===== config.mk =====
export PLATFORM = sky130hd
export DESIGN_NAME = drq_front
export DESIGN_NICKNAME = d
export VERILOG_FILES = /design/src/rtl/core/drq_pkg.sv /design/src/rtl/core/drq_front.sv
export SDC_FILE = /design/constraint.sdc
export NUM_CORES = 1
export LEC_CHECK = 0
export BUFFER_PORTS_ARGS = -buffer_cell sky130_fd_sc_hd__buf_2
export CAP_MARGIN = 20
export CORE_MARGIN = 2
export CORE_UTILIZATION = 45
export CTS_BUF_LIST = sky130_fd_sc_hd__clkbuf_8
export CTS_CLUSTER_DIAMETER = 60
export CTS_CLUSTER_SIZE = 16
export DETAILED_ROUTE_END_ITERATION = 8
export PLACE_DENSITY = 0.68
export SETUP_SLACK_MARGIN = 0.15
export SLEW_MARGIN = 20
export SYNTH_ARGS = -nofsm -noshare
export SYNTH_HDL_FRONTEND = slang
export SYNTH_SLANG_ARGS = --single-unit
export TNS_END_PERCENT = 30

===== constraint.sdc =====
create_clock -name clk_i -period 3.53 [get_ports clk_i]
set_input_delay 0.5295 -clock clk_i [delete_from_list [all_inputs] [get_ports clk_i]]
set_output_delay 0.5295 -clock clk_i [all_outputs]
set_load 0.05 [all_outputs]

===== src/rtl/core/drq_pkg.sv =====
// drq_pkg: shared types, constants and codes of the deadline ordered run queue
// no dependencies
`timescale 1ns / 1ps

package drq_pkg;

  // queue geometry
  localparam int QDEPTH      = 64;
  localparam int CNT_W       = $clog2(QDEPTH + 1);

  // fixed field widths
  localparam int ID_W        = 6;
  localparam int DL_W        = 32;
  localparam int NICE_W      = 7;
  localparam int QT_W        = 16;
  localparam int STEP_W      = 8;
  localparam int PROD_W      = QT_W + STEP_W;
  localparam int COUNT_OUT_W = 7;
  localparam int CFG_IDX_W   = 2;

  // small queues between and after the two halves (power of two depths)
  localparam int CMDQ_DEPTH  = 2;
  localparam int CMDQ_PTR_W  = $clog2(CMDQ_DEPTH);
  localparam int CMDQ_CNT_W  = $clog2(CMDQ_DEPTH + 1);
  localparam int RESQ_DEPTH  = 2;
  localparam int RESQ_PTR_W  = $clog2(RESQ_DEPTH);
  localparam int RESQ_CNT_W  = $clog2(RESQ_DEPTH + 1);

  // register reset values
  localparam logic [QT_W-1:0]          QUANTUM_RST   = 16'd6;
  localparam logic signed [NICE_W-1:0] LOW_NICE_RST  = -7'sd20;
  localparam logic signed [NICE_W-1:0] HIGH_NICE_RST = 7'sd19;

  typedef enum logic [1:0] {
    OP_INSERT  = 2'd0,
    OP_REMOVE  = 2'd1,
    OP_REQUEUE = 2'd2,
    OP_PEEK    = 2'd3
  } op_e;

  typedef enum logic [1:0] {
    ST_OK       = 2'd0,
    ST_FULL     = 2'd1,
    ST_ABSENT   = 2'd2,
    ST_BAD_NICE = 2'd3
  } status_e;

  typedef enum logic [CFG_IDX_W-1:0] {
    CFG_QUANTUM   = 2'd0,
    CFG_LOW_NICE  = 2'd1,
    CFG_HIGH_NICE = 2'd2
  } cfg_idx_e;

  typedef struct packed {
    logic [QT_W-1:0]          quantum;
    logic signed [NICE_W-1:0] low_nice;
    logic signed [NICE_W-1:0] high_nice;
  } cfg_t;

  // classified command handed from front to back
  typedef struct packed {
    op_e             op;
    logic [ID_W-1:0] id;
    logic            bad_nice;
    logic [DL_W-1:0] dl;
  } cmd_t;

  typedef struct packed {
    status_e          status;
    logic             head_valid;
    logic [ID_W-1:0]  head_id;
    logic [DL_W-1:0]  head_dl;
    logic [DL_W-1:0]  assigned_dl;
    logic [CNT_W-1:0] count;
  } res_t;

endpackage


===== src/rtl/core/drq_front.sv =====
// drq_front: accepts items, checks nice range and computes the virtual deadline
// depends on drq_pkg
`timescale 1ns / 1ps

module drq_front import drq_pkg::*; (
  input  logic                     clk_i,
  input  logic                     rst_ni,
  input  cfg_t                     cfg_i,
  input  logic                     push,
  output logic                     full,
  input  logic [1:0]               op_i,
  input  logic [ID_W-1:0]          task_id_i,
  input  logic signed [NICE_W-1:0] nice_i,
  input  logic [DL_W-1:0]          now_tick_i,
  output logic                     cmd_valid_o,
  output cmd_t                     cmd_o,
  input  logic                     cmd_full_i
);

  logic                  accept;
  logic                  uses_nice;
  logic                  bad_d;
  logic [NICE_W+1:0]     steps_wide;
  logic [PROD_W-1:0]     prod_d;
  logic [DL_W:0]         sum;

  logic                  f1_valid_q, f1_valid_d;
  op_e                   f1_op_q;
  logic [ID_W-1:0]       f1_id_q;
  logic                  f1_bad_q;
  logic [DL_W-1:0]       f1_now_q;
  logic [PROD_W-1:0]     f1_prod_q;

  assign full   = f1_valid_q && cmd_full_i;
  assign accept = push && !full;

  // range check only matters for insert and requeue
  assign uses_nice = (op_i == OP_INSERT) || (op_i == OP_REQUEUE);
  assign bad_d     = uses_nice && (($signed(nice_i) < $signed(cfg_i.low_nice)) ||
                                   ($signed(nice_i) > $signed(cfg_i.high_nice)));

  // nice - lowest + 1 lies in 1..128 whenever the nice is in range
  assign steps_wide = {{2{nice_i[NICE_W-1]}}, nice_i}
                    - {{2{cfg_i.low_nice[NICE_W-1]}}, cfg_i.low_nice}
                    + (NICE_W+2)'(1);
  assign prod_d     = PROD_W'(steps_wide[STEP_W-1:0]) * PROD_W'(cfg_i.quantum);

  always_comb begin
    f1_valid_d = f1_valid_q;
    if (accept) begin
      f1_valid_d = 1'b1;
    end else if (f1_valid_q && !cmd_full_i) begin
      f1_valid_d = 1'b0;
    end
  end

  always_ff @(posedge clk_i or negedge rst_ni) begin
    if (!rst_ni) begin
      f1_valid_q <= 1'b0;
    end else begin
      f1_valid_q <= f1_valid_d;
    end
  end

  always_ff @(posedge clk_i) begin
    if (accept) begin
      f1_op_q   <= op_e'(op_i);
      f1_id_q   <= task_id_i;
      f1_bad_q  <= bad_d;
      f1_now_q  <= now_tick_i;
      f1_prod_q <= prod_d;
    end
  end

  // add and saturate after the product register
  assign sum = {1'b0, f1_now_q} + (DL_W+1)'(f1_prod_q);

  assign cmd_valid_o     = f1_valid_q;
  assign cmd_o.op        = f1_op_q;
  assign cmd_o.id        = f1_id_q;
  assign cmd_o.bad_nice  = f1_bad_q;
  assign cmd_o.dl        = sum[DL_W] ? {DL_W{1'b1}} : sum[DL_W-1:0];

endmodule


# [Word-level counts from Yosys, hierarchy flattened]
# Cells that the tools add are included.
# W data, S select, Z words.
[classes] eq_ne=1 magnitude_cmp=2 multipliers=1 n_reduce_logical=10 n_mux=3 add_sub_neg=3
[op_table] op="$add A32 B24 Y33" count=1
[op_table] op="$mux W32" count=1
[op_table] op="$mul A8 B16 Y24" count=1
[op_table] op="$add A8 B2 Y8 const B" count=1
[op_table] op="$sub A7 B7 Y8" count=1
[op_table] op="$gt A7 B7 Y1" count=1
[op_table] op="$lt A7 B7 Y1" count=1
[op_table] op="$logic_and A1 B1 Y1" count=4
[op_table] op="$eq A2 B2 Y1 const B" count=1
[op_table] op="$logic_not A1 Y1" count=2
[op_table] op="$logic_not A2 Y1" count=1
[op_table] op="$logic_or A1 B1 Y1" count=2
[op_table] op="$mux W1" count=2
[op_table] op="$reduce_bool A2 Y1" count=1
[word_totals] in_bits=81 output_inout_bits=43 register_bits=66

# [Longest topological paths before layout]
[logic_depth] word_depth=4 ltp_mapped=32 depth_no_buf=31

# [Worst setup path before layout]
# OpenSTA, ideal clock, no wires.
[synth_path] path_kind="input -> register" startpoint="input port cfg_i[8] (netlist name)" endpoint="register f1_prod_q[22], data pin" setup_ns=0.263 path_buffers=1 required_ns=3.267 slack_ns=-3.305 path_stages=31 t_arrival_ns=6.573 cell_sequence="inv_1 > ha_1 > inv_1 > ha_1 > inv_1 > fa_1 > inv_1 > a21oi_1 > nor2_1 > o21ai_0 > nand2b_1 > a21oi_1 > xnor2_1 > clkbuf_1 > nor2b_1 > fa_1 > fa_1 > fa_1 > inv_1 > fa_1 > inv_1 > ha_1 > a21o_1 > a21o_1 > a31oi_1 > o211ai_1 > a31oi_1 > nor2b_1 > o21a_1 > o41ai_2 > xnor2_1"
[synth_via] elab_chain_cells=3
[synth_rtl] element="start: declaration" line="drq_front.sv:8" text="input cfg_t cfg_i,"
[synth_rtl] element="$sub A7 B7 Y8" line="drq_front.sv:44" text="- {{2{cfg_i.low_nice[NICE_W-1]}}, cfg_i.low_nice}"
[synth_rtl] element="$add A8 B2 Y8" line="drq_front.sv:45" text="+ (NICE_W+2)'(1);"
[synth_rtl] element="$mul A8 B16 Y24" line="drq_front.sv:46" text="assign prod_d = PROD_W'(steps_wide[STEP_W-1:0]) * PROD_W'(cfg_i.quantum);"
[synth_rtl] element="via prod_d[22]" line="drq_front.sv:24" text="logic [PROD_W-1:0] prod_d;"
[synth_rtl] element="end signal: assignment" line="drq_front.sv:71" text="f1_prod_q <= prod_d;"
[synth_rtl] element="end: declaration" line="drq_front.sv:32" text="logic [PROD_W-1:0] f1_prod_q;"
# The timed path passes the listed nets, and every way through them passes these cells.
# A chain may end at the register's enable or synchronous reset.

# [Worst setup path in the final report]
[layout_path] startpoint="input port nice_i[1]" endpoint="register f1_prod_q[22], data pin"
[layout_via] elab_chain_cells=3
[layout_rtl] element="start: declaration" line="drq_front.sv:13" text="input logic signed [NICE_W-1:0] nice_i,"
[layout_rtl] element="$sub A7 B7 Y8" line="drq_front.sv:44"
[layout_rtl] element="$add A8 B2 Y8" line="drq_front.sv:45"
[layout_rtl] element="$mul A8 B16 Y24" line="drq_front.sv:46"
[layout_rtl] element="via prod_d[22]" line="drq_front.sv:24"
# The timed path passes the listed nets, and every way through them passes these cells.

==> impl_results.md <==
- Site Rows: 49
- Final period utilization: 177%
- I/O Buffers: 123
- Biggest area consumer among synthesized cells: edfxtp_1
- Layout cells sized above 1: 34.3%
- First-pass GRT wire length: 30100 µm
- Die ar.: 19300 µm²
- Post-DP HPWL: 14700 µm
- RSZ-0062 raised after global routing: true
- TNS Setup: -41.58 ns
- Outcome: finished with violations
- Final global-route overflow total: 0
- Area Overhead vs Synth: 34.1%
- TritonCTS buffer count: 9
- Max Cap Viol: 0
- Initial Utilization: 45.8%
- Fillcell total: 1518
- TritonCTS clock tree: done
- Top cells by area, synth: edfxtp_1, fa_1, ha_1
- Failing checks: setup timing
- Multi-input logic area: 6120 µm²
- Die X: 139 µm
- Antenna violations before repair: 0
- Count of antenna-violating nets left after detailed routing: 0
- Post-Synthesis Cells: 850
- Yosys top cell area share: 23.8%
- WP buf/inv: 9
- Gpl congestion: 0.842
- Crit path max fanout: 5
- Largest net degree at the start of global routing: 39
- Min Tclk post-route: 6.26 ns
- Vias per cell: 4.85
- Syn nets: 1110
- Largest stage delay on the critical path: 0.53 ns
- Crit Path Class: in -> reg
- CTS Buffer Depth: 2
- Top_reg_cell synth: edfxtp_1
- Hold Path Origin: now_tick_i[10]
- Max-slew headroom: 62.6%
- F_max: 160 MHz
- Core ar.: 17900 µm²
- Post-synth EDFFs: 65
- H-Tree Depth: 3
- Flip-flop and latch area: 1980 µm²
- Final setup vio count: 30
- 1st-iter DRT viols: 237
- Post-synth ARST share: 1.52%
- Post-synthesis cell area: 8200 µm²
- Arrival time at the worst endpoint: 6.34 ns
- Clk sinks: 66
- Detailed-route DRC error count: 0
- Seq cells post-synth: 66
- Final Slew Violations: 0
- Register area share after synthesis: 24.1%
- Final Hold Fails: 0
- Synth unique cells: 53
- Worst-path clk slew: 0.08 ns
- R2R setup slack: 2.08 ns
- Fin area: 11000 µm²
- Vias in the first global route: 6684
- Clk_lat worst skew: 0.35 ns
- DR vias: 6464
- First-pass DRT Iterations: 4
- R2r startpoint: cmd_valid_o$_DFFE_PN0P_
- Pre-CTS WS: -3.29 ns
- Routed WL per cell: 13.6 µm
- Die Y: 139 µm
- NumNets Final: 1360
- Final worst slack: -2.73 ns
- Crit-path slowest cell: fa_2
- Worst path required time: 3.62 ns
- Critical path launch point type: input port
- # diodes: 0
- Crit path max-delay family: adder cells
- Worst hold path type: in -> reg
- CTS root buffer: clkbuf_8
- Io pins: 124
- Placed Instance Area: 10000 µm²
- GRT Total Usage: 18.6%
- Synth warnings: 0
- Final Skew: 0.0116 ns
- WL final: 18100 µm
- CP Capture Type: flop
- Worst slew pin tran: 0.557 ns
- Syn Area/Cell: 9.65 µm²
- Worst Setup SP: nice_i[1]
-- metrics by stage --
| step | util, % | hold slack, ns | instances |
|---|---|---|---|
| after CTS | 59.3 | 0.342 | 1320 |
| after global routing | 61.5 | 0.337 | 1333 |
| final | 61.5 | 0.348 | 1333 |
| after floorplan | - | 0.234 | 850 |
| after global placement | 56.0 | 0.305 | 1301 |
| after detailed placement | 56.0 | 0.305 | 1301 |
-- flip-flops by register name, summed over array words and instances (netlist names) --
register / count
f1_id_q: 6
f1_bad_q: 1
f1_op_q: 2
cmd_valid_o: 1
f1_prod_q: 24
f1_now_q: 32
-- worst paths after layout --
check,endpoint,cells past startpoint
setup reg to reg,f1_prod_q[19]$_DFFE_PP_,3
setup / recovery,f1_prod_q[22]$_DFFE_PP_,33
max in group asynchronous,cmd_valid_o$_DFFE_PN0P_,2
hold / removal,f1_now_q[10]$_DFFE_PP_,1
hold reg to reg,cmd_valid_o$_DFFE_PN0P_,2
min in group asynchronous,cmd_valid_o$_DFFE_PN0P_,2
-- metal layers --
metal / up-vias / global-route usage, % / wire length [µm]
li1: 3258 / - / -
met5: - / 0 / 0
met2: 138 / 32.8 / 9010
met4: 0 / 4.73 / 274
met3: 17 / 2.14 / 635
met1: 3051 / 24.5 / 8160
-- cell usage after synthesis (all sizes together), types with 13 or more instances --
cell	number
a21oi	34
and2	52
edfxtp	65
fa	88
ha	91
inv	148
nand2	71
nand2b	19
nor2	43
nor2b	58
o21a	13
o21ai	34
xnor2	28
-- cells by family (layout without fill, tap and decap cells) --
| logic type | count (synthesis) | after routing | share of synthesized area [%] |
|---|---|---|---|
| fa+ha+maj | 179 | 179 | 35.4 |
| buf+inv | 160 | 413 | 7.55 |
| mux | 6 | 6 | 0.793 |
| simple gates | 274 | 274 | 17.4 |
| flops | 66 | 66 | 24.1 |
| compound gates | 129 | 129 | 10.9 |
| xor+xnor | 36 | 37 | 3.84 |
-- layout by cell type, fill, tap and decap left out, types with 16 or more instances in the layout --
cell type and instances:
ha_1 73, fa_1 81, buf_6 36, nor2_1 38
edfxtp_1 65, a21oi_1 24, and2_1 44, xnor2_1 25
nor2b_1 52, inv_1 131, buf_4 118, nand2_1 68
buf_2 92, ha_4 16, nand2b_1 17
-- repair_timing --
action | in CTS | in global routing
cloned | 1 | 2
hold endpoints to repair | 1 | 0
setup buffers | 2 | 11
pin swaps | 18 | 32
setup endpoints to repair | 53 | 53
gates resized for setup | 81 | 77
hold buffers | 1 | 0
-- layout make-up --
class,count,area share (%)
sequential,66,18.0
tap,229,2.60
clock buffer,9,1.13
multi-input combinational,625,55.7
clock inverter,6,1.05
inverter,148,5.12
timing repair buffer,250,16.5
Power is left out: the tool's default activity adds up to more than one toggle a clock period on the data nets, which glitch-free logic cannot reach.
