### src/rtl/core/drq_pkg.sv
// drq_pkg: shared types, constants and codes of the deadline ordered run queue
// no dependencies
`timescale 1ns / 1ps

package drq_pkg;

  // queue geometry
  localparam int QDEPTH      = 64;
  localparam int CNT_W       = $clog2(QDEPTH + 1);

  // fixed field widths
  localparam int ID_W        = 6;
  localparam int DL_W        = 32;
  localparam int NICE_W      = 7;
  localparam int QT_W        = 16;
  localparam int STEP_W      = 8;
  localparam int PROD_W      = QT_W + STEP_W;
  localparam int COUNT_OUT_W = 7;
  localparam int CFG_IDX_W   = 2;

  // small queues between and after the two halves (power of two depths)
  localparam int CMDQ_DEPTH  = 2;
  localparam int CMDQ_PTR_W  = $clog2(CMDQ_DEPTH);
  localparam int CMDQ_CNT_W  = $clog2(CMDQ_DEPTH + 1);
  localparam int RESQ_DEPTH  = 2;
  localparam int RESQ_PTR_W  = $clog2(RESQ_DEPTH);
  localparam int RESQ_CNT_W  = $clog2(RESQ_DEPTH + 1);

  // register reset values
  localparam logic [QT_W-1:0]          QUANTUM_RST   = 16'd6;
  localparam logic signed [NICE_W-1:0] LOW_NICE_RST  = -7'sd20;
  localparam logic signed [NICE_W-1:0] HIGH_NICE_RST = 7'sd19;

  typedef enum logic [1:0] {
    OP_INSERT  = 2'd0,
    OP_REMOVE  = 2'd1,
    OP_REQUEUE = 2'd2,
    OP_PEEK    = 2'd3
  } op_e;

  typedef enum logic [1:0] {
    ST_OK       = 2'd0,
    ST_FULL     = 2'd1,
    ST_ABSENT   = 2'd2,
    ST_BAD_NICE = 2'd3
  } status_e;

  typedef enum logic [CFG_IDX_W-1:0] {
    CFG_QUANTUM   = 2'd0,
    CFG_LOW_NICE  = 2'd1,
    CFG_HIGH_NICE = 2'd2
  } cfg_idx_e;

  typedef struct packed {
    logic [QT_W-1:0]          quantum;
    logic signed [NICE_W-1:0] low_nice;
    logic signed [NICE_W-1:0] high_nice;
  } cfg_t;

  // classified command handed from front to back
  typedef struct packed {
    op_e             op;
    logic [ID_W-1:0] id;
    logic            bad_nice;
    logic [DL_W-1:0] dl;
  } cmd_t;

  typedef struct packed {
    status_e          status;
    logic             head_valid;
    logic [ID_W-1:0]  head_id;
    logic [DL_W-1:0]  head_dl;
    logic [DL_W-1:0]  assigned_dl;
    logic [CNT_W-1:0] count;
  } res_t;

endpackage

### src/rtl/core/drq_cmd_queue.sv
// drq_cmd_queue: short command queue between the front and back halves
// depends on drq_pkg
`timescale 1ns / 1ps

module drq_cmd_queue import drq_pkg::*; (
  input  logic clk_i,
  input  logic rst_ni,
  input  logic wr_en_i,
  input  cmd_t wr_cmd_i,
  output logic full_o,
  input  logic rd_en_i,
  output logic valid_o,
  output cmd_t rd_cmd_o
);

  cmd_t                  mem_q [CMDQ_DEPTH];
  logic [CMDQ_PTR_W-1:0] wptr_q, rptr_q;
  logic [CMDQ_CNT_W-1:0] cnt_q;
  logic                  do_wr, do_rd;

  assign full_o   = (cnt_q == CMDQ_CNT_W'(CMDQ_DEPTH));
  assign valid_o  = (cnt_q != '0);
  assign do_wr    = wr_en_i && !full_o;
  assign do_rd    = rd_en_i && valid_o;
  assign rd_cmd_o = mem_q[rptr_q];

  always_ff @(posedge clk_i or negedge rst_ni) begin
    if (!rst_ni) begin
      wptr_q <= '0;
      rptr_q <= '0;
      cnt_q  <= '0;
    end else begin
      if (do_wr) begin
        wptr_q <= wptr_q + CMDQ_PTR_W'(1);
      end
      if (do_rd) begin
        rptr_q <= rptr_q + CMDQ_PTR_W'(1);
      end
      if (do_wr && !do_rd) begin
        cnt_q <= cnt_q + CMDQ_CNT_W'(1);
      end else if (do_rd && !do_wr) begin
        cnt_q <= cnt_q - CMDQ_CNT_W'(1);
      end
    end
  end

  always_ff @(posedge clk_i) begin
    if (do_wr) begin
      mem_q[wptr_q] <= wr_cmd_i;
    end
  end

endmodule

### config.mk
export PLATFORM = sky130hd
export DESIGN_NAME = drq_cmd_queue
export DESIGN_NICKNAME = d
export VERILOG_FILES = /design/src/rtl/core/drq_pkg.sv /design/src/rtl/core/drq_cmd_queue.sv
export SDC_FILE = /design/constraint.sdc
export NUM_CORES = 1
export LEC_CHECK = 0
export BUFFER_PORTS_ARGS = -buffer_cell sky130_fd_sc_hd__buf_2
export CORE_AREA = 3 3 110 112
export CTS_CLUSTER_SIZE = 8
export DETAILED_ROUTE_END_ITERATION = 8
export DIE_AREA = 0 0 113 115
export GPL_TIMING_DRIVEN = 0
export SYNTH_ARGS = -nofsm -noshare
export SYNTH_HDL_FRONTEND = slang
export SYNTH_SLANG_ARGS = --single-unit
### constraint.sdc
create_clock -name clk_i -period 2.7 [get_ports clk_i]
set_clock_uncertainty 0.05 [all_clocks]
set_input_delay 0.405 -clock clk_i [delete_from_list [all_inputs] [get_ports clk_i]]
set_output_delay 0.405 -clock clk_i [all_outputs]
set_load 0.02 [all_outputs]
# --- After elaboration in Yosys (flattened, before gate mapping) ---
# Memories as Yosys holds them, arrays and structs flattened.
# Cells that the tools add are included.
word_totals:
  reg_bits: 4
  mem_bits_rw: 82
  inputBits: 45
  elab_cells: 22
  memories: 1
mem_list:
  columns: ["memory", "depth", "width", "read_ports", "rd_clocked_by_memory_dff", "wr", "line", "rtl"]
  rows:
  - ["mem_q", 2, 41, 1, 0, 1, "drq_cmd_queue.sv:16", "cmd_t mem_q [CMDQ_DEPTH];"]
op_classes:
  addsub: 4
  eq_ne: 1
  muxes: 4
  reduce_logical: 9
ops:
  columns: ["operator", "n"]
  rows:
  - ["logical AND 1 bit", 4]
  - ["2-to-1 mux 2 bit", 2]
  - ["nonzero test 2 bit", 2]
  - ["zero test 1 bit", 3]
  - ["adder 1 bit (second input constant)", 2]
  - ["adder 2 x 1 -> 2 bit (second input constant)", 1]
  - ["equality test 2 bit (second input constant)", 1]
  - ["2-to-1 mux 1 bit", 2]
  - ["subtractor 2 x 1 -> 2 bit (second input constant)", 1]

# --- Logic depth before layout (Yosys ltp) ---
# Gate-level depths: netlist of run 1.
depth:
  depth_word: 7
  ltp_mapped: 7
  depth_no_buf: 7

# --- Worst setup path before layout of run 1 ---
# Ideal clock, no wire load.
synth_path:
  kind: "register -> register"
  from: "reg cnt_q[0]"
  to: "mem mem_q[0][0] (netlist bit) (enable)"
  setup_time_ns: 0.439
  t_arrival_ns: 2.349
  t_required_ns: 2.211
  setup_slack_ns: -0.139
  path_stages_with_launch: 4
  path_buffers: 0
  synth_period_minus_slack_ns: 2.839
  path_cell_list: "dfrtp_1 -> nand2b_1 -> nand2_1 -> nor2_1"
synth_via:
  elab_chain_cells: 5
synth_rtl:
  columns: ["element", "line", "rtl"]
  rows:
  - ["start, declared", "drq_cmd_queue.sv:18", "logic [CMDQ_CNT_W-1:0] cnt_q;"]
  - ["start signal, assigned", "drq_cmd_queue.sv:40", "cnt_q <= cnt_q + CMDQ_CNT_W'(1);"]
  - ["start signal, assigned", "drq_cmd_queue.sv:42", "cnt_q <= cnt_q - CMDQ_CNT_W'(1);"]
  - ["equality test 2 bit", "drq_cmd_queue.sv:21", "assign full_o = (cnt_q == CMDQ_CNT_W'(CMDQ_DEPTH));"]
  - ["zero test 1 bit", "drq_cmd_queue.sv:23", "assign do_wr = wr_en_i && !full_o;"]
  - ["logical AND 1 bit", "drq_cmd_queue.sv:23", null]
  - ["2-to-1 mux 1 bit", "drq_cmd_queue.sv:48", "if (do_wr) begin"]
  - ["2-to-1 mux 1 bit (implied by the code)", "drq_cmd_queue.sv:49", "mem_q[wptr_q] <= wr_cmd_i;"]
  - ["end, declared", "drq_cmd_queue.sv:16", null]
# No other way between the ends.

==> results of run 1 <==
-- final timing paths --
kind                                      to         start  slack [ns]  cells past startpoint
min in group asynchronous           cnt_q[0]        rst_ni        0.37                      2
worst max register to register   mem_q[0][2]      cnt_q[0]        0.90                      4
max in group asynchronous             rptr_q        rst_ni        2.10                      2
worst min register to register      cnt_q[1]      cnt_q[1]        0.46                      1
worst min-delay path            mem_q[0][18]  wr_cmd_i[18]        0.22                      1
worst max-delay path            rd_cmd_o[18]        rptr_q        0.79                      4
-- synthesized netlist by cell type (all sizes together) (2+ instances only) --
cell	number
buf	5
dfrtp	4
edfxtp	82
inv	2
mux2	41
nand2	2
nor2	2
xnor2	3
xor2	2
-- cell usage in the layout, fill, tap and decap left out, drive strengths merged --
cell         count
and3             1
xnor2            3
buf             94
nor2             2
clkinv           2
dlygate4sd3      1
ha               1
edfxtp          82
mux2            41
nand2            2
nand2b           1
xor2             2
bufinv           3
inv              2
or2              1
clkbuf          11
dfrtp            4
-- state kept, by name, summed over array words and instances (netlist names) --
signal	cells
mem_q	82
wptr_q	1
cnt_q	2
rptr_q	1
-- where the power goes --
part | internal, mW | switching, mW | total (mW)
registers | 1.83 | 0.0849 | 1.91
logic | 0.890 | 0.994 | 1.88
clock network | 0.898 | 0.463 | 1.36
-- cell families (layout without fill, tap and decap cells) --
logic type,after synthesis,after routing,synth area share (%)
simple gates,7,7,1.08
mux,41,41,18.1
xor+xnor,5,5,1.30
buf+inv,7,113,2.94
fa+ha+maj,1,1,0.372
flops,86,86,76.2
-- routing by layer --
metal,global-route usage (%),vias to the layer above
li1,-,771
met1,10.2,804
met2,15.2,56
met3,3.32,8
met4,4.81,0
met5,0,-
-- area by class of cell --
class	count	area, um2
sequential	86	2560
fill	1071	6960
clock buffer	11	233
buffer	5	91.3
multi-input combinational	54	709
tap	143	179
timing repair buffer	90	485
inverter	2	7.51
clock inverter	5	97.6
-- critical path: stages (launching register included) --
cell and delay (ns):
dfrtp_1 0.37, buf_6 0.15, buf_12 0.15, mux2_4 0.30, buf_2 0.16
-- metrics by stage --
stage | util [%] | setup TNS, ns | instances
after floorplan | - | 0 | 147
after global placement | 35.1 | -8.14 | 377
after detailed placement | 35.6 | 0 | 379
after CTS | 38.6 | 0 | 396
after global routing | 38.6 | 0 | 396
final | 38.6 | 0 | 396
-- repair_timing --
| action | CTS | global route |
|---|---|---|
| hold buffers | 1 | 0 |
| hold endpoints to repair | 4 | 0 |
| buffers inserted | 0 | 0 |
| gates resized for setup | 0 | 0 |
==> flow_metrics.py, run 1 <==
metrics = {
    "detailed_routing": {
        "wl_per_cell_um": 14.3,
        "drc": 0,
        "met2_length_mm": 2.87,
        "drtAntennaViolNets": 0,
        "vias_per_cell": 4.14,
        "drt_first_pass_iters": 4,
        "wl_met3_um": 397,
        "drt_iter0_markers": 35,
        "drt-total-wl_mm": 5.67,
        "num_vias": 1639,
        "highest_layer": "met4",
        "wl_met1_mm": 2.29,
    },
    "synth": {
        "synthDistinctLibCells": 16,
        "ys_seq_area_share_pct": 76.2,
        "synth_nets": 193,
        "synthArstFlopShare_pct": 4.65,
        "netlist_area_um2": 3360,
        "synth_top_area_share_pct": 73.2,
        "synth-edff-count": 82,
        "syn_avg_cell_area_um2": 22.9,
        "synth_area_leaders": "edfxtp_1 (73%), mux2_4 (17%), dfrtp_1 (3.0%)",
        "synth-main-ff-cell": "edfxtp_1",
        "syn_inst": 147,
        "yosys_warnings": 0,
        "synth_top_area_cell": "edfxtp_1",
        "synth-seq-cells": 86,
    },
    "cts": {
        "cts-root-buf": "clkbuf_16",
        "cts_buffers": 9,
        "cts_sinks": 86,
        "clockBufferDepth": 2,
        "tritoncts": "done",
        "clk-insertion-delay-late_ns": 0.32,
        "htreeDepth": 3,
        "clkTransAtPathRegs_ns": 0.06,
    },
    "sta": {
        "max_slew.worst_pin.slew_ns": 0.563,
        "setup_slack_ns": 0.787,
        "max-slew-margin-rel_pct": 62.4,
        "hold_ws_ns": 0.216,
        "finalHoldViolCount": 0,
        "fin_crit_sh_pct": 70.9,
        "setup_violations": 0,
        "clock.fmax_ghz": 0.523,
        "fin_crit_ns": 1.91,
        "rsz0062_at_grt": "false",
        "maxSlewViolCount": 0,
    },
    "die": {
        "initial_core_util_pct": 29.7,
        "rows": 39,
        "die_w_um": 113,
        "core_um2": 11300,
        "fp.dieH_um": 115,
        "ios": 88,
        "die_area_um2": 13000,
    },
    "pwr": {
        "power.leakage_nw": 1.76,
        "p_total_mw": 5.16,
        "vdd_drop_max_mv": 0.400,
        "powerDensity_nw_per_um2": 1180,
    },
    "placed_design": {
        "gp_congestion": 0.623,
        "dpl_cell_area_um2": 4030,
        "dp_hpwl_mm": 3.85,
        "dpl_worst_slack_ns": 0.858,
        "port_buffers": 87,
    },
    "global_route": {
        "grt_max_degree": 26,
        "grt_util_all_layers_pct": 9.12,
        "first_global_vias": 1795,
        "antenna_found_initial": 0,
        "grt_pass1_wl_mm": 8.91,
        "grt_overflow_total": 0,
    },
    "worst_setup_path": {
        "crit_fanout": 10,
        "worstSetupPathType": "reg2out",
        "cp_data_arrival_time_ns": 1.46,
        "cp-start-kind": "flop",
        "worstPathRequired_ns": 2.25,
        "cp-end-kind": "primary output",
    },
    "final_layout": {
        "nNetsFinal": 294,
        "antennaDiodeCount": 0,
        "area_growth_pct": 29.8,
        "fin_area_um2": 4370,
        "drive_gt1_share_pct": 59.3,
    },
    "flow_run": {
        "drv_cap": 0,
    },
    "run_status": {
        "outcome": "complete, no violations",
    },
    "worst_hold_path": {
        "hold_path.class": "in2reg",
    },
}
Note: power is estimated with default switching activity, not from simulation.
==> inputs of run 2 (changes only) <==
==> constraint.sdc (replaced) <==
create_clock -name clk_i -period 1.9 [get_ports clk_i]
set_clock_uncertainty 0.05 [all_clocks]
set_input_delay 0.285 -clock clk_i [delete_from_list [all_inputs] [get_ports clk_i]]
set_output_delay 0.285 -clock clk_i [all_outputs]
set_load 0.02 [all_outputs]
==> flow_metrics.py, run 2 (synthesis gave the netlist of run 1 again) <==
metrics = {
    "cts": {
        "clk-insertion-delay-late_ns": 0.33,
        "clkTransAtPathRegs_ns": 0.06,
        "tritoncts": "done",
        "cts_setup_buffers": 0,
        "clockBufferDepth": 2,
        "cts_sinks": 86,
        "htreeDepth": 3,
        "cts_buffers": 9,
        "cts-root-buf": "clkbuf_16",
    },
    "placed_design": {
        "post-place-cells": 377,
        "port_buffers": 87,
        "dp_hpwl_mm": 3.64,
        "gp_congestion": 0.657,
        "dpl_cell_area_um2": 3990,
    },
    "detailed_routing": {
        "drt-total-wl_mm": 5.80,
        "drt_iter0_markers": 21,
        "drt_first_pass_iters": 3,
        "vias_per_cell": 4.15,
        "drtAntennaViolNets": 0,
        "wl_per_cell_um": 14.7,
        "num_vias": 1638,
        "drc": 0,
    },
    "worst_setup_path": {
        "worstPathRequired_ns": 1.56,
        "worstSetupPathType": "reg2out",
        "cp-start-kind": "flop",
        "cp_data_arrival_time_ns": 1.48,
        "crit_fanout": 10,
        "cp-end-kind": "primary output",
    },
    "global_route": {
        "grt_pass1_wl_mm": 9.01,
        "first_global_vias": 1721,
        "grt_overflow_total": 0,
        "grt_util_all_layers_pct": 9.34,
        "antenna_found_initial": 0,
        "grt_max_degree": 42,
    },
    "sta": {
        "fin_crit_sh_pct": 95.4,
        "maxSlewViolCount": 0,
        "clock.fmax_ghz": 0.552,
        "setup_violations": 0,
        "max-slew-margin-rel_pct": 54.6,
        "hold_ws_ns": 0.0929,
        "fin_crit_ns": 1.81,
        "finalHoldViolCount": 0,
        "max_slew.worst_pin.slew_ns": 0.680,
        "rsz0062_at_grt": "false",
    },
    "pwr": {
        "vdd_drop_max_mv": 0.635,
        "seqPwrFrac_pct": 38.2,
        "p_total_mw": 7.16,
        "power.internal_mw": 4.96,
        "p_sw_share_pct": 30.7,
        "p_clk_share_pct": 25.0,
        "power.leakage_nw": 1.74,
        "powerDensity_nw_per_um2": 1660,
        "power_frac_comb_pct": 36.8,
        "switchingPower_mw": 2.20,
    },
    "final_layout": {
        "final_util_pct": 38.1,
        "final_cell_mix": "buf_2 (87), edfxtp_1 (82), mux2_4 (39)",
        "antennaDiodeCount": 0,
        "reg_top3": "mem_q: 82 flops, cnt_q: 2 flops",
        "nNetsFinal": 293,
        "layout.cells.non_filler": 395,
        "largest_reg_flops": 82,
        "mostFrequentLayoutCell": "buf_2",
        "n_fill_cell": 1046,
        "fin_area_um2": 4320,
        "drive_gt1_share_pct": 59.5,
        "area_growth_pct": 28.4,
        "top_register": "mem_q",
    },
    "die": {
        "initial_core_util_pct": 29.7,
        "fp.dieH_um": 115,
        "core_um2": 11300,
        "die_area_um2": 13000,
        "die_w_um": 113,
        "rows": 39,
        "ios": 88,
    },
    "worst_hold_path": {
        "hold_path.class": "in2reg",
    },
    "flow_run": {
        "drv_cap": 0,
    },
    "run_status": {
        "outcome": "complete, no violations",
    },
}
-- run 2: cell types whose count changed in the layout (fill, tap and decap cells not counted), sizes merged --
cell,change
buf,-2
clkinv,+2
bufinv,-1
clkbuf,-1
nor2,+1
-- run 2: through the flow --
stage	setup WS, ns	setup TNS (ns)
6_report	0.0875	0
5_1_grt	0.0325	0
4_1_cts	0.0248	0
3_5_place_dp	-0.315	-15.69
3_3_place_gp	-0.317	-15.99
2_1_floorplan	0.177	0
-- run 2: critical path: stages (launching register included) --
cell,delay [ns]
dfrtp_1,0.37
buf_6,0.15
buf_12,0.15
mux2_4,0.30
buf_2,0.16
-- run 2: worst paths after layout --
kind,startpoint,to,slack (ns),cells after the start
min in group asynchronous,rst_ni,cnt_q[1],0.24,2
hold reg to reg,cnt_q[1],cnt_q[1],0.44,1
hold / removal,wr_cmd_i[13],mem_q[1][13],0.09,1
setup reg to reg,cnt_q[0],mem_q[0][39],0.18,3
max in group asynchronous,rst_ni,rptr_q,1.44,2
setup / recovery,rptr_q,rd_cmd_o[22],0.09,4
-- run 2: cell type report --
| class | instances | area, um2 | share of cell area, % |
|---|---|---|---|
| flip-flops and latches | 86 | 2560 | 59.3 |
| multi-input cells | 55 | 727 | 16.8 |
| repair buffers | 88 | 445 | 10.3 |
| clock buffers | 10 | 229 | 5.30 |
| well taps | 143 | 179 | 4.14 |
| plain buffers | 5 | 91.3 | 2.12 |
| clock inverters | 6 | 76.3 | 1.77 |
| inverters | 2 | 7.51 | 0.174 |
-- run 2: repair_timing --
| item | 4_1_cts | 5_1_grt |
|---|---|---|
| gates cloned | 1 | 0 |
| setup endpoints to repair | 82 | 41 |
| gates resized for setup | 2 | 1 |
| hold endpoints to repair | 4 | 0 |
| pin swaps | 1 | 1 |
| hold buffers | 1 | 0 |
-- run 2: power by group through the flow --
stage	clock (mW)	sequential, mW	combinational (mW)
after CTS	1.84	2.75	2.70
after global routing	1.94	2.78	2.83
after floorplan	0	2.74	2.00
after detailed placement	0	2.78	2.67
final	1.79	2.74	2.63
after global placement	0	2.76	2.68
-- run 2: layer usage --
metal	up-vias	track usage [%]	part of all wire (%)	wire [um]
met1	802	10.5	42	2420
li1	771	-	-	-
met5	-	0	0	0
met3	7	4.26	6.6	383
met2	58	15.2	50	2920
met4	0	4.33	1.5	87
